## config.mk

```make
export PLATFORM = sky130hd
export DESIGN_NAME = hvn_hash
export DESIGN_NICKNAME = d
export VERILOG_FILES = /design/src/rtl/hvn_pkg.sv /design/src/rtl/hvn_hash.sv
export SDC_FILE = /design/constraint.sdc
export NUM_CORES = 1
export LEC_CHECK = 0
export BUFFER_PORTS_ARGS = -buffer_cell sky130_fd_sc_hd__buf_2
export CAP_MARGIN = 5
export CORE_MARGIN = 8
export CORE_UTILIZATION = 30
export CTS_CLUSTER_SIZE = 12
export DETAILED_ROUTE_END_ITERATION = 8
export GPL_ROUTABILITY_DRIVEN = 1
export PLACE_DENSITY = 0.45
export SLEW_MARGIN = 20
export SYNTH_ARGS = -nofsm -noshare
export SYNTH_HDL_FRONTEND = slang
export SYNTH_SLANG_ARGS = --single-unit
export TNS_END_PERCENT = 5
```

## constraint.sdc

```tcl
create_clock -name clk -period 7.6 [get_ports clk]
set_clock_uncertainty 0.05 [all_clocks]
set_input_delay 0.76 -clock clk [delete_from_list [all_inputs] [get_ports clk]]
set_output_delay 0.76 -clock clk [all_outputs]
set_load 0.01 [all_outputs]
```

## src/rtl/hvn_pkg.sv

```systemverilog
// ----------------------------------------------------------------------------
// hvn_pkg
// Shared widths, hash constants and pipeline depth for the 3D value noise
// ----------------------------------------------------------------------------
package hvn_pkg;

    localparam int COORD_W   = 32;
    localparam int HASH_W    = 32;
    localparam int FRAC_W    = 16;
    localparam int NOISE_W   = 24;
    localparam int AXES      = 3;
    localparam int CORNERS   = 8;

    // total register stages from the input register to the result register
    localparam int PIPE_DEPTH = 15;

    localparam logic [HASH_W-1:0] PRIME_X = 32'd73856093;
    localparam logic [HASH_W-1:0] PRIME_Y = 32'd19349663;
    localparam logic [HASH_W-1:0] PRIME_Z = 32'd83492791;
    localparam logic [HASH_W-1:0] MIX_C1  = 32'h7feb352d;
    localparam logic [HASH_W-1:0] MIX_C2  = 32'h846ca68b;

    // 3.0 in Q2.16, the constant term of the smoothstep
    localparam logic [FRAC_W+1:0] SMOOTH_THREE = 18'd196608;

    typedef enum logic [1:0] {
        AXIS_X = 2'd0,
        AXIS_Y = 2'd1,
        AXIS_Z = 2'd2
    } axis_t;

    function automatic logic [HASH_W-1:0] axis_prime(input axis_t axis);
        logic [HASH_W-1:0] p;
        unique case (axis)
            AXIS_X:  p = PRIME_X;
            AXIS_Y:  p = PRIME_Y;
            AXIS_Z:  p = PRIME_Z;
            default: p = PRIME_X;
        endcase
        return p;
    endfunction

endpackage

```

## src/rtl/hvn_hash.sv

```systemverilog
// ----------------------------------------------------------------------------
// hvn_hash
// Four-stage shift, multiply and xor mixer giving a 24-bit corner value
// ----------------------------------------------------------------------------
module hvn_hash
    import hvn_pkg::*;
(
    input  logic               clk,
    input  logic [HASH_W-1:0]  seed,
    output logic [NOISE_W-1:0] corner_value
);

    logic [HASH_W-1:0]  r0_reg;
    logic [HASH_W-1:0]  r1_reg;
    logic [HASH_W-1:0]  r2_reg;
    logic [NOISE_W-1:0] val_reg;
    logic [HASH_W-1:0]  r1_mix;
    logic [HASH_W-1:0]  r2_mix;

    assign r1_mix = r1_reg ^ (r1_reg >> 15);
    assign r2_mix = r2_reg ^ (r2_reg >> 16);

    always_ff @(posedge clk)
    begin
        r0_reg  <= seed ^ (seed >> 16);
        r1_reg  <= r0_reg * MIX_C1;
        r2_reg  <= r1_mix * MIX_C2;
        val_reg <= r2_mix[NOISE_W-1:0];
    end

    assign corner_value = val_reg;

endmodule

```

==> impl_metrics.yaml <==
setup_path:
  path_class: "flop to flop"
  cpMaxStageDelayCell: "dfxtp_1"
  cp-end-kind: "flop"
  path_max_fanout: 6
  cp-start-kind: "flop"
  cpMostUsedCell: "fa_1"
  slowest_delay_ns: 0.60
  cp.arrival_ns: 7.25
  cp.required_ns: 7.96
synthesis:
  ys_async_sr_fraction: 0
  mappedNetlistArea_sq_um: 19730
  ys.flop_type: "dfxtp_1"
  synth_edf_count: 0
  syn_inst: 1895
  synthesis.nets: 2662
  ys_types: 54
  ys_seq_area_frac: 0.1218
  syn_area_per_cell_sq_um: 10.41
  yosys_register_bits: 120
  ys_warn_count: 0
cells_and_area:
  regArea_sq_um: 2402
  drive_gt1_frac: 0.07011
  fill_cells: 6833
  multi_input_area_sq_um: 15090
  final_cells: 2875
  n_antenna_cell: 0
  syn2layout_area_growth_pct: 10.80
  nets: 2765
global_route:
  grt_pass1_wl_um: 83010
  antenna_found_initial: 0
  grt_usage: 0.1492
  grt_pass1_vias: 14187
  grt_max_degree: 17
  overflow: 0
clock_network:
  clock-sinks: 120
  cts_buffers: 17
  cts-resized-gates: 0
  clk_path_buf_depth: 2
  path_clk_slew_ns: 0.06
  cts_hold_buf: 0
  cts_root_buf: "clkbuf_16"
  htreeDepth: 4
  clkLatencyLatePin_ns: 0.47
  cts_tree: "done"
  cts_setup_buffers: 0
route:
  drcViolationCount: 0
  drtIter0Drc: 341
  routed_wl_um: 53710
  vias: 12448
  drt-vias-per-instance: 4.330
  wire_per_inst_um: 18.68
  drt-pass1-iter-count: 4
  ant_nets: 0
sta:
  final_hold_viol_count: 0
  max_clock_freq_mhz: 145.1
  finalSetupViolCount: 0
  tns_ns: 0
  whs_ns: 0.3138
  relSlewSlack: 0.5282
  fin_crit_ns: 6.891
  rsz0062_at_grt: "no"
  worst_pin_slew_ns: 0.7054
  finalMaxSlewViolations: 0
  finalCritPeriodShare: 0.9068
floorplan:
  dieArea_sq_um: 74220
  die_w_um: 272.4
  initial_core_util: 0.3017
  ios: 57
  die_h_um: 272.4
  core_area_sq_um: 65390
  rows: 94
run_status:
  status: "finished, final reports clean"
worst_hold_path:
  hp-class: "flop to flop"
place:
  hpwl_um: 48030
  numPortBuffers: 56
  placedCellCount: 2843
  routabilityCongestion: 0.9006
flow_run:
  drv_cap: 0
## final timing paths
path              start          endpoint  slack [ns]  cells after the start
max          r1_reg[24]        r2_reg[28]        0.71                     25
min          r2_reg[18]  corner_value[18]        0.31                      0
min reg2reg  r2_reg[18]  corner_value[18]        0.31                      0
max reg2reg  r1_reg[24]        r2_reg[28]        0.71                     25
## cell usage in the layout (no fill, tap or decap), types with 5 or more instances in the layout
cell type and instances:
inv_1 595, ha_1 376, fa_1 358, dfxtp_1 120, xnor2_1 115, xor2_1 72
buf_2 56, a21oi_1 49, buf_4 28, nor2_1 26, o21ai_0 22, a21o_1 22
nand2_1 20, clkbuf_16 17, nor3_1 10, and3_1 8, nand3_1 8, o21bai_1 7
nand2b_1 7, a211oi_1 6, a31oi_1 6, clkinv_4 6, and2_1 5, o211ai_1 5
o21a_1 5, o21ai_1 5
## cells in the mapped netlist (6+ instances only)
master	number	area (sq um)
nand2_1	20	75.07
nor3_1	10	50.05
o21bai_1	7	52.55
o21ai_0	22	110.1
nor2_1	26	97.59
nand3_1	8	40.04
a21oi_1	49	245.2
xnor2_1	115	1007
fa_1	358	7167
dfxtp_1	120	2402
inv_1	595	2233
a21o_1	22	165.2
nand2b_1	7	43.79
ha_1	376	4705
a211oi_1	6	45.04
and3_1	8	50.05
xor2_1	72	630.6
a31oi_1	6	37.54
## cell type report
class                   instances  area share
well taps                     864     0.04946
multi-input cells            1179      0.6903
flip-flops and latches        120      0.1099
clock inverters                15    0.006125
inverters                     596      0.1023
clock buffers                  17     0.01946
repair buffers                 84     0.02244
## layer usage
metal	global-route usage	routed length, um
met5	0	0
met3	0.01964	1257
met1	0.1726	22410
met4	0.06586	2167
met2	0.2723	27880
## logic make-up after synthesis
kind of cell,after synthesis,synth area share
adders and majority gates,734,0.6018
AOI/OAI and AO/OA,151,0.05106
DFF,120,0.1218
and+or+nand+nor,104,0.02651
xor gates and xnor gates,190,0.08550
buffers and inverters,596,0.1134
## critical path, delay by kind of cell (launching register included)
family,cells,cell delay (ns)
adder cells (fa/ha/maj),9,3.94
buffers and inverters,6,0.60
AO/OA/AOI/OAI,6,1.17
flip-flops,1,0.60
AND/OR/NAND/NOR,2,0.17
XOR/XNOR,2,0.29
## stage by stage
step	area [sq um]	setup slack [ns]	util
after detailed placement	21300	0.6674	0.3257
after floorplan	19730	1.282	-
after global routing	21860	0.3856	0.3343
after CTS	21860	0.6720	0.3343
after global placement	21300	0.7419	0.3257
final	21860	0.7087	0.3343
Power is not shown: default switching activity piles up to over one toggle a cycle in this logic, so the estimate is an artifact.
