[config.mk]
export PLATFORM = sky130hd
export DESIGN_NAME = hvn_smooth
export DESIGN_NICKNAME = d
export VERILOG_FILES = /design/src/rtl/hvn_pkg.sv /design/src/rtl/hvn_smooth.sv
export SDC_FILE = /design/constraint.sdc
export NUM_CORES = 2
export LEC_CHECK = 0
export ABC_CLOCK_PERIOD_IN_PS = 6800
export BUFFER_PORTS_ARGS = -buffer_cell sky130_fd_sc_hd__buf_2
export CAP_MARGIN = 20
export CORE_ASPECT_RATIO = 1.5
export CORE_MARGIN = 2
export CORE_UTILIZATION = 60
export CTS_BUF_LIST = sky130_fd_sc_hd__clkbuf_2 sky130_fd_sc_hd__clkbuf_4 sky130_fd_sc_hd__clkbuf_8
export DETAILED_ROUTE_END_ITERATION = 16
export HOLD_SLACK_MARGIN = 0.06
export MAX_ROUTING_LAYER = met4
export PLACE_DENSITY = 0.83
export SKIP_CTS_REPAIR_TIMING = 1
export SLEW_MARGIN = 10
export SYNTH_ARGS = -nofsm -noshare
export SYNTH_HDL_FRONTEND = slang
export SYNTH_SLANG_ARGS = --single-unit
[constraint.sdc]
create_clock -name clk -period 6.8 [get_ports clk]
set_input_delay 0 -clock clk [delete_from_list [all_inputs] [get_ports clk]]
set_output_delay 0 -clock clk [all_outputs]
set_load 0.01 [all_outputs]
[src/rtl/hvn_pkg.sv]
// ----------------------------------------------------------------------------
// hvn_pkg
// Shared widths, hash constants and pipeline depth for the 3D value noise
// ----------------------------------------------------------------------------
package hvn_pkg;

    localparam int COORD_W   = 32;
    localparam int HASH_W    = 32;
    localparam int FRAC_W    = 16;
    localparam int NOISE_W   = 24;
    localparam int AXES      = 3;
    localparam int CORNERS   = 8;

    // total register stages from the input register to the result register
    localparam int PIPE_DEPTH = 15;

    localparam logic [HASH_W-1:0] PRIME_X = 32'd73856093;
    localparam logic [HASH_W-1:0] PRIME_Y = 32'd19349663;
    localparam logic [HASH_W-1:0] PRIME_Z = 32'd83492791;
    localparam logic [HASH_W-1:0] MIX_C1  = 32'h7feb352d;
    localparam logic [HASH_W-1:0] MIX_C2  = 32'h846ca68b;

    // 3.0 in Q2.16, the constant term of the smoothstep
    localparam logic [FRAC_W+1:0] SMOOTH_THREE = 18'd196608;

    typedef enum logic [1:0] {
        AXIS_X = 2'd0,
        AXIS_Y = 2'd1,
        AXIS_Z = 2'd2
    } axis_t;

    function automatic logic [HASH_W-1:0] axis_prime(input axis_t axis);
        logic [HASH_W-1:0] p;
        unique case (axis)
            AXIS_X:  p = PRIME_X;
            AXIS_Y:  p = PRIME_Y;
            AXIS_Z:  p = PRIME_Z;
            default: p = PRIME_X;
        endcase
        return p;
    endfunction

endpackage

[src/rtl/hvn_smooth.sv]
// ----------------------------------------------------------------------------
// hvn_smooth
// Two-stage smoothstep of a Q0.16 fraction, truncated once at the end
// ----------------------------------------------------------------------------
module hvn_smooth
    import hvn_pkg::*;
(
    input  logic              clk,
    input  logic [FRAC_W-1:0] frac,
    output logic [FRAC_W-1:0] weight
);

    logic [2*FRAC_W-1:0]         ff_reg;
    logic [FRAC_W-1:0]           f_d_reg;
    logic [FRAC_W-1:0]           s_reg;
    logic [FRAC_W+1:0]           t;
    logic [2*FRAC_W+FRAC_W+1:0]  prod;

    // t = 3 - 2f in Q2.16
    assign t    = SMOOTH_THREE - {1'b0, f_d_reg, 1'b0};
    assign prod = {{(FRAC_W+2){1'b0}}, ff_reg} * {{(2*FRAC_W){1'b0}}, t};

    always_ff @(posedge clk)
    begin
        ff_reg  <= {{FRAC_W{1'b0}}, frac} * {{FRAC_W{1'b0}}, frac};
        f_d_reg <= frac;
        s_reg   <= prod[2*FRAC_W+FRAC_W-1:2*FRAC_W];
    end

    assign weight = s_reg;

endmodule

==> reports/qor.yml <==
routing:
  drt_first_pass_iters: 6
  wl_per_cell_um: 19.2
  route.detailed.drc: 0
  initialDrtViolationCount: 1476
  vias: 20100
  routed_wirelength_mm: 68.6
  ant_nets: 0
  viasPerCell: 5.64
clock_network:
  clkLatencyLatePin_ns: 0.41
  numClockSinks: 62
  clk_pin_slew_ns: 0.09
  cts_tree: "yes"
  cts_buffers: 9
  cts_root_buf: "clkbuf_8"
  cts_htree_levels: 3
  clock_path_buffers: 2
sta:
  finalClockSkew_ns: 0.0162
  finalCritPeriodShare_pct: 110
  min_period_ns: 7.47
  worst_pin_slew_ns: 0.840
  slew_viol_final: 0
  setup_viol: 16
  fmax_mhz: 134
  finalWorstSetupSlack_ns: -0.667
  hold_viol_final: 0
  rsz0062_at_grt: "true"
  maxSlewHeadroom_pct: 43.9
  holdWs_ns: 0.420
floorplanning:
  num_io_pins: 33
  core_um2: 41800
  dieHeight_um: 255
  die_w_um: 172
  start_util_pct: 60.5
  die_area_um2: 43800
  fp-row-count: 92
placement:
  place_congestion: 0.946
  io_buffers: 32
  dp.cells: 3510
  dp_hpwl_mm: 52.9
  placed_area_um2: 27400
job:
  maxCapViolations: 0
logic_synthesis:
  synth_seq_area_share_pct: 4.91
  ys.flop_type: "dfxtp_1"
  synth_xor_area_share_pct: 2.34
  synth_top_area_share_pct: 48.0
  synth_top_family_by_area: "adder cells"
  synthAdderAreaFrac_pct: 59.8
  muxShareOfSynthArea_pct: 0.0445
  post_synth_num_cell_types: 59
  async_flop_share_pct: 0
  synth_area_um2: 25300
  synth-simple-area-share_pct: 14.9
  avgSynthCellArea_um2: 8.91
  yosys.cell_count.top_type: "inv_1"
  ys_top_cells_by_count: "inv_1, fa_1, nand2_1, and2_1, ha_1"
  yosys-top-cells-area: "fa_1, ha_1, inv_1"
  synth_area_leader_cell: "fa_1"
  synth-edff-count: 0
  ys_ff_latch: 62
  synth_compound_area_share_pct: 4.54
  syn-instance-count: 2837
  yosysWarnings: 0
critical_path:
  r2r_setup_slack_ns: -0.67
  cp.arrival_ns: 7.78
  crit_fanout: 8
  criticalPathCategory: "register to register"
  cp-start-kind: "register"
  crit_required_ns: 7.11
  endpoint_kind: "register"
outcome:
  violations: "negative setup slack"
  status: "finished with violations"
finish:
  largest_reg_flops: 30
  layout.nets: 3858
  final_layout_size_suffix_gt1_share_pct: 12.1
  final_cells: 3565
  area_growth_pct: 13.0
  fin_area_um2: 28600
grt:
  grt.overflow.total: 0
  grt_pass1_vias: 23000
  antenna_found_initial: 2
  grt_first_pass_wirelength_mm: 107
  grt_max_degree: 41
  grt_usage_pct: 32.5
hold_path:
  hold_class: "input port to register"
==> layout by cell type (no fill, tap or decap), types with 19 or more instances in the layout <==
cell and n:
a21o_1 31, a21oi_1 43, and2_1 238, buf_2 32, buf_4 160, dfxtp_1 61, fa_1 594, ha_1 223
inv_1 785, nand2_1 398, nor2_1 51, o21ai_0 19, xnor2_1 33
==> through the flow <==
stage | setup TNS [ns] | setup slack, ns | util, %
after floorplan | 0 | 0.00451 | -
after global placement | -5.31 | -0.529 | 65.5
after detailed placement | -8.04 | -0.633 | 65.5
after CTS | -8.31 | -0.650 | 66.0
after global routing | -11.00 | -0.837 | 68.4
final | -8.02 | -0.667 | 68.4
==> per-layer routing <==
metal	routed length [um]	GRT usage, %	up-vias
met5	0	-	-
met4	6330	24.9	0
met3	4490	4.41	534
met2	36600	57.1	1085
met1	21200	31.7	10000
li1	-	-	8500
==> area by class of cell <==
class	instances	area, um2
diodes	1	2.50
clock buffers	9	124
clock inverters	7	105
fillers	2934	13200
inverters	800	3000
multi-input cells	1885	21400
flip-flops and latches	62	1240
well taps	564	706
repair buffers	237	1990
==> cells by family after synthesis <==
group                      after synthesis
buffers and inverters                  901
adders and majority gates              846
and+or+nand+nor                        787
AOI/OAI and AO/OA                      173
xor gates and xnor gates                65
DFF                                     62
other                                    2
muxes                                    1
==> worst max-delay path, stage by stage, from the launching register on <==
cell,delay (ns)
dfxtp_2,0.33
or4_4,0.57
or4_4,0.49
nor3_4,0.22
xnor2_4,0.27
clkbuf_16,0.25
nand2_1,0.07
fa_1,0.54
inv_1,0.19
fa_1,0.44
fa_1,0.57
fa_2,0.46
fa_1,0.49
inv_1,0.05
fa_1,0.48
inv_1,0.05
ha_1,0.37
nand2_1,0.09
nor3_2,0.24
nand3_1,0.16
a21oi_2,0.20
buf_4,0.14
a2111oi_4,0.03
buf_4,0.17
buf_6,0.12
o21bai_4,0.15
a21oi_2,0.07
xnor2_1,0.12
==> final timing paths <==
| check | start | to | cells after the start |
|---|---|---|---|
| hold / removal | frac[10] | f_d_reg[10] | 2 |
| setup / recovery | f_d_reg[5] | weight[9] | 27 |
| hold reg to reg | ff_reg[31] | weight[15] | 2 |
| setup reg to reg | f_d_reg[5] | weight[9] | 27 |
Power is not shown: default switching activity piles up to over one toggle a cycle in this logic, so the estimate is an artifact.
