File: src/rtl/hvn_pkg.sv
// ----------------------------------------------------------------------------
// hvn_pkg
// Shared widths, hash constants and pipeline depth for the 3D value noise
// ----------------------------------------------------------------------------
package hvn_pkg;

    localparam int COORD_W   = 32;
    localparam int HASH_W    = 32;
    localparam int FRAC_W    = 16;
    localparam int NOISE_W   = 24;
    localparam int AXES      = 3;
    localparam int CORNERS   = 8;

    // total register stages from the input register to the result register
    localparam int PIPE_DEPTH = 15;

    localparam logic [HASH_W-1:0] PRIME_X = 32'd73856093;
    localparam logic [HASH_W-1:0] PRIME_Y = 32'd19349663;
    localparam logic [HASH_W-1:0] PRIME_Z = 32'd83492791;
    localparam logic [HASH_W-1:0] MIX_C1  = 32'h7feb352d;
    localparam logic [HASH_W-1:0] MIX_C2  = 32'h846ca68b;

    // 3.0 in Q2.16, the constant term of the smoothstep
    localparam logic [FRAC_W+1:0] SMOOTH_THREE = 18'd196608;

    typedef enum logic [1:0] {
        AXIS_X = 2'd0,
        AXIS_Y = 2'd1,
        AXIS_Z = 2'd2
    } axis_t;

    function automatic logic [HASH_W-1:0] axis_prime(input axis_t axis);
        logic [HASH_W-1:0] p;
        unique case (axis)
            AXIS_X:  p = PRIME_X;
            AXIS_Y:  p = PRIME_Y;
            AXIS_Z:  p = PRIME_Z;
            default: p = PRIME_X;
        endcase
        return p;
    endfunction

endpackage

File: src/rtl/hvn_lerp.sv
// ----------------------------------------------------------------------------
// hvn_lerp
// Three-stage linear blend a + (b - a) * s, product truncated toward zero
// ----------------------------------------------------------------------------
module hvn_lerp
    import hvn_pkg::*;
(
    input  logic               clk,
    input  logic [NOISE_W-1:0] a,
    input  logic [NOISE_W-1:0] b,
    input  logic [FRAC_W-1:0]  s,
    output logic [NOISE_W-1:0] y
);

    logic [NOISE_W-1:0]        a1_reg;
    logic [NOISE_W-1:0]        mag_reg;
    logic                      neg1_reg;
    logic [FRAC_W-1:0]         s_reg;
    logic [NOISE_W-1:0]        a2_reg;
    logic [NOISE_W-1:0]        step_reg;
    logic                      neg2_reg;
    logic [NOISE_W-1:0]        y_reg;
    logic                      neg;
    logic [NOISE_W+FRAC_W-1:0] prod;

    assign neg  = b < a;
    assign prod = {{FRAC_W{1'b0}}, mag_reg} * {{NOISE_W{1'b0}}, s_reg};

    always_ff @(posedge clk)
    begin
        a1_reg   <= a;
        mag_reg  <= neg ? (a - b) : (b - a);
        neg1_reg <= neg;
        s_reg    <= s;

        a2_reg   <= a1_reg;
        step_reg <= prod[NOISE_W+FRAC_W-1:FRAC_W];
        neg2_reg <= neg1_reg;

        // result stays between a and b, no wrap
        y_reg    <= neg2_reg ? (a2_reg - step_reg) : (a2_reg + step_reg);
    end

    assign y = y_reg;

endmodule
File: config.mk
export PLATFORM = sky130hd
export DESIGN_NAME = hvn_lerp
export DESIGN_NICKNAME = d
export VERILOG_FILES = /design/src/rtl/hvn_pkg.sv /design/src/rtl/hvn_lerp.sv
export SDC_FILE = /design/constraint.sdc
export NUM_CORES = 1
export LEC_CHECK = 0
export ABC_AREA = 1
export BUFFER_PORTS_ARGS = -buffer_cell sky130_fd_sc_hd__buf_4
export CAP_MARGIN = 20
export CELL_PAD_IN_SITES_DETAIL_PLACEMENT = 1
export CELL_PAD_IN_SITES_GLOBAL_PLACEMENT = 2
export CORE_ASPECT_RATIO = 1.2
export CORE_UTILIZATION = 40
export DETAILED_ROUTE_END_ITERATION = 16
export PLACE_DENSITY = 0.9
export SLEW_MARGIN = 25
export SYNTH_ARGS = -nofsm -noshare
export SYNTH_HDL_FRONTEND = slang
export SYNTH_SLANG_ARGS = --single-unit
export TNS_END_PERCENT = 1
File: constraint.sdc
create_clock -name clk -period 10.3 [get_ports clk]
set_input_delay 0 -clock clk [delete_from_list [all_inputs] [get_ports clk]]
set_output_delay 0 -clock clk [all_outputs]
set_load 0.005 [all_outputs]
==> results.md <==
* Most common cell after layout, fill and taps aside: sky130_fd_sc_hd__nand2_1
* Mux cell area share after synthesis at 0%
* First-pass GRT wire length at 105000 microns
* HPWL reported at the end of detailed placement at 54500 microns
* Routed Antenna Nets at 0
* Kind of start point of the critical path: flip-flop
* Die width at 210 microns
* Clock insertion delay at the later pin of the skew report at 0.48 ns
* Max-slew violation count at 0
* #FFs+latches synth at 138
* Starting utilization of the core area at 40.8%
* Count of placed standard cells in the final layout, fillers left out at 3500
* Layout Area Growth over Synthesis at 10.0%
* Count of H-tree levels built during CTS at 4
* Simple-Gate Fraction of Synth Area at 20.0%
* Total detailed-routing wirelength at 65800 microns
* Sequential fraction of the synthesis area at 13.4%
* CP required at 10.64 ns
* Actual transition at the worst max-transition pin at 1.14 ns
* Adder-cell area share of the yosys netlist at 40.7%
* Utilization of the core after routing at 44.9%
* Die Footprint at 52600 sq um
* Boundary Pins at 89
* Total nets after synthesis at 3337
* Final nets at 3395
* Mapped Area at 20700 sq um
* Yosys synthesis warning count at 0
* Clock root buffer: sky130_fd_sc_hd__clkbuf_16
* Final Skew at 0.0269 ns
* Post-route setup TNS at 0 ns
* Post-placement cell count at 3426
* FF/Latch Area at 2770 sq um
* Setup Viol. Count Final at 0
* GRT Total Usage at 26.1%
* GRT Residual Overflow at 0
* Setup repair after global routing missed its margin: false
* Count of buffers added by post-CTS timing repair for setup at 0
* Count of input and output buffers at 88
* Maximum capacitance violations at 0
* Maximum fanout along the worst path at 24
* Area of the core at 50700 sq um
* Drt wl/cell at 18.8 microns
* Row count at 90
* Count of unique library cells instantiated by Yosys at 53
* Fmax at 156 MHz
* Run status: finished, final reports clean
* Worst Setup Path Type: flip-flop to flip-flop
* Total count of hold-check failures in the final report at 0
* Complex-gate fraction of the synthesized area at 7.06%
* Post-synth top area share at 29.8%
* Syn avg cell area at 7.43 sq um
* Worst hold-check path type: input port to flip-flop
* GP Congestion at 0.900
* Critical Path End Type: flip-flop
* Number of global-route vias before repair at 20100
* Top library cells by usage in the layout, fill and taps aside: sky130_fd_sc_hd__nand2_1, sky130_fd_sc_hd__inv_1, sky130_fd_sc_hd__fa_1
* Pin count of the biggest net entering global routing at 26
* Number of vias per cell after detailed routing at 5.01
* Number of clock sinks seen by CTS at 138
* Post-layout minimum cycle time at 6.40 ns
* Overall die height at 251 microns
* Area used by multi-input combinational logic at 14800 sq um
* Number of DRC violations after detailed routing at 0
* DRC marker count from the first detailed-route iteration at 656
* Post-synthesis instance total at 2784
* Fraction of layout instances using a drive strength above 1 at 7.08%
* Via count at 17500
* Clock-pin transition on the worst setup and hold timing paths at 0.07 ns
* XOR/XNOR share of the synthesized area at 3.73%
* Number of antenna violations at the first check in global routing at 1
* Hold Worst Slack at 0.117 ns
* Number of CTS-inserted buffers at 17
* Share of the clock period used by the worst path after layout at 62.1%
* # fillers at 6346
* Dominant cells by area after synthesis: sky130_fd_sc_hd__fa_1, sky130_fd_sc_hd__nand2_1, sky130_fd_sc_hd__dfxtp_1
* DRT Pass-1 Iters at 5
* Leading area contributor after synthesis: sky130_fd_sc_hd__fa_1
* CTS tree: yes
* Relative max-transition margin at 24.2%
* Maximum number of buffers from clock root to sink at 2
* Arrival time at the worst endpoint at 6.73 ns
* Combinational family with the most area after synthesis: adder cells
[layer usage]
layer	vias to the layer above	wire, microns	GRT usage, %	share of wire (%)
met5	-	0	0	0
met4	0	3270	13.3	5.0
met3	161	1830	3.12	2.8
met2	340	35400	49.6	54
met1	8778	25400	28.3	39
li1	8251	-	-	-
[through the flow]
| step | setup WS, ns | cell area [sq um] |
|---|---|---|
| floorplan | 4.96 | 20700 |
| global placement | 4.13 | 21700 |
| detailed placement | 4.01 | 21800 |
| CTS | 3.96 | 22800 |
| global route | 3.65 | 22800 |
| finish | 3.90 | 22800 |
[cells by family after synthesis]
| logic type | after synthesis |
|---|---|
| compound gates | 251 |
| xor+xnor | 88 |
| buf+inv | 805 |
| simple gates | 1014 |
| flops | 138 |
| fa+ha+maj | 488 |
[layout make-up]
type / count / share of cell area, %
diodes: 1 / 0.0110
inverters: 705 / 11.6
flip-flops and latches: 138 / 12.2
clock buffers: 20 / 2.01
repair buffers: 139 / 5.04
multi-input cells: 1841 / 65.0
well taps: 644 / 3.54
clock inverters: 12 / 0.599
[path summary, 6_finish.rpt]
check        startpoint           to  slack (ns)  cells after the start
max            s_reg[2]  step_reg[4]        3.90                     20
min               b[16]  mag_reg[16]        0.12                      5
max reg2reg    s_reg[2]  step_reg[4]        3.90                     20
min reg2reg  a1_reg[11]   a2_reg[11]        0.33                      0
[cells in the mapped netlist, drive strengths merged]
cell type	n
nand2	772
inv	705
fa	308
ha	180
dfxtp	138
nor2	133
a21oi	121
clkbuf	85
o21ai	78
xor2	75
nand3	55
nand4	20
nor3	20
buf	15
o21bai	14
xnor2	13
a21o	12
o21a	8
a21boi	6
or2	6
a31oi	5
nand3b	3
and2	2
nor4	2
a211oi	1
a311oi	1
nand2b	1
o211a	1
o211ai	1
o221a	1
o311ai	1
o31ai	1
[worst max-delay path, stage by stage, from the launching register on]
cell and delay, ns:
sky130_fd_sc_hd__dfxtp_1 1.00, sky130_fd_sc_hd__nand2_1 0.29, sky130_fd_sc_hd__fa_1 0.57, sky130_fd_sc_hd__inv_1 0.05
sky130_fd_sc_hd__fa_1 0.54, sky130_fd_sc_hd__inv_1 0.06, sky130_fd_sc_hd__fa_1 0.50, sky130_fd_sc_hd__inv_1 0.06
sky130_fd_sc_hd__fa_1 0.47, sky130_fd_sc_hd__fa_1 0.53, sky130_fd_sc_hd__inv_1 0.05, sky130_fd_sc_hd__fa_1 0.51
sky130_fd_sc_hd__inv_1 0.05, sky130_fd_sc_hd__ha_1 0.36, sky130_fd_sc_hd__nand2_1 0.12, sky130_fd_sc_hd__nor2_1 0.23
sky130_fd_sc_hd__nand2_1 0.08, sky130_fd_sc_hd__inv_1 0.09, sky130_fd_sc_hd__nand4_1 0.12, sky130_fd_sc_hd__nand4_1 0.25
sky130_fd_sc_hd__xor2_1 0.33
[timing repair]
action	CTS	global route
hold endpoints to repair	41	0
setup endpoints to repair	0	0
resized for setup	0	0
hold buffers	41	0
Power is not shown: default switching activity piles up to over one toggle a cycle in this logic, so the estimate is an artifact.
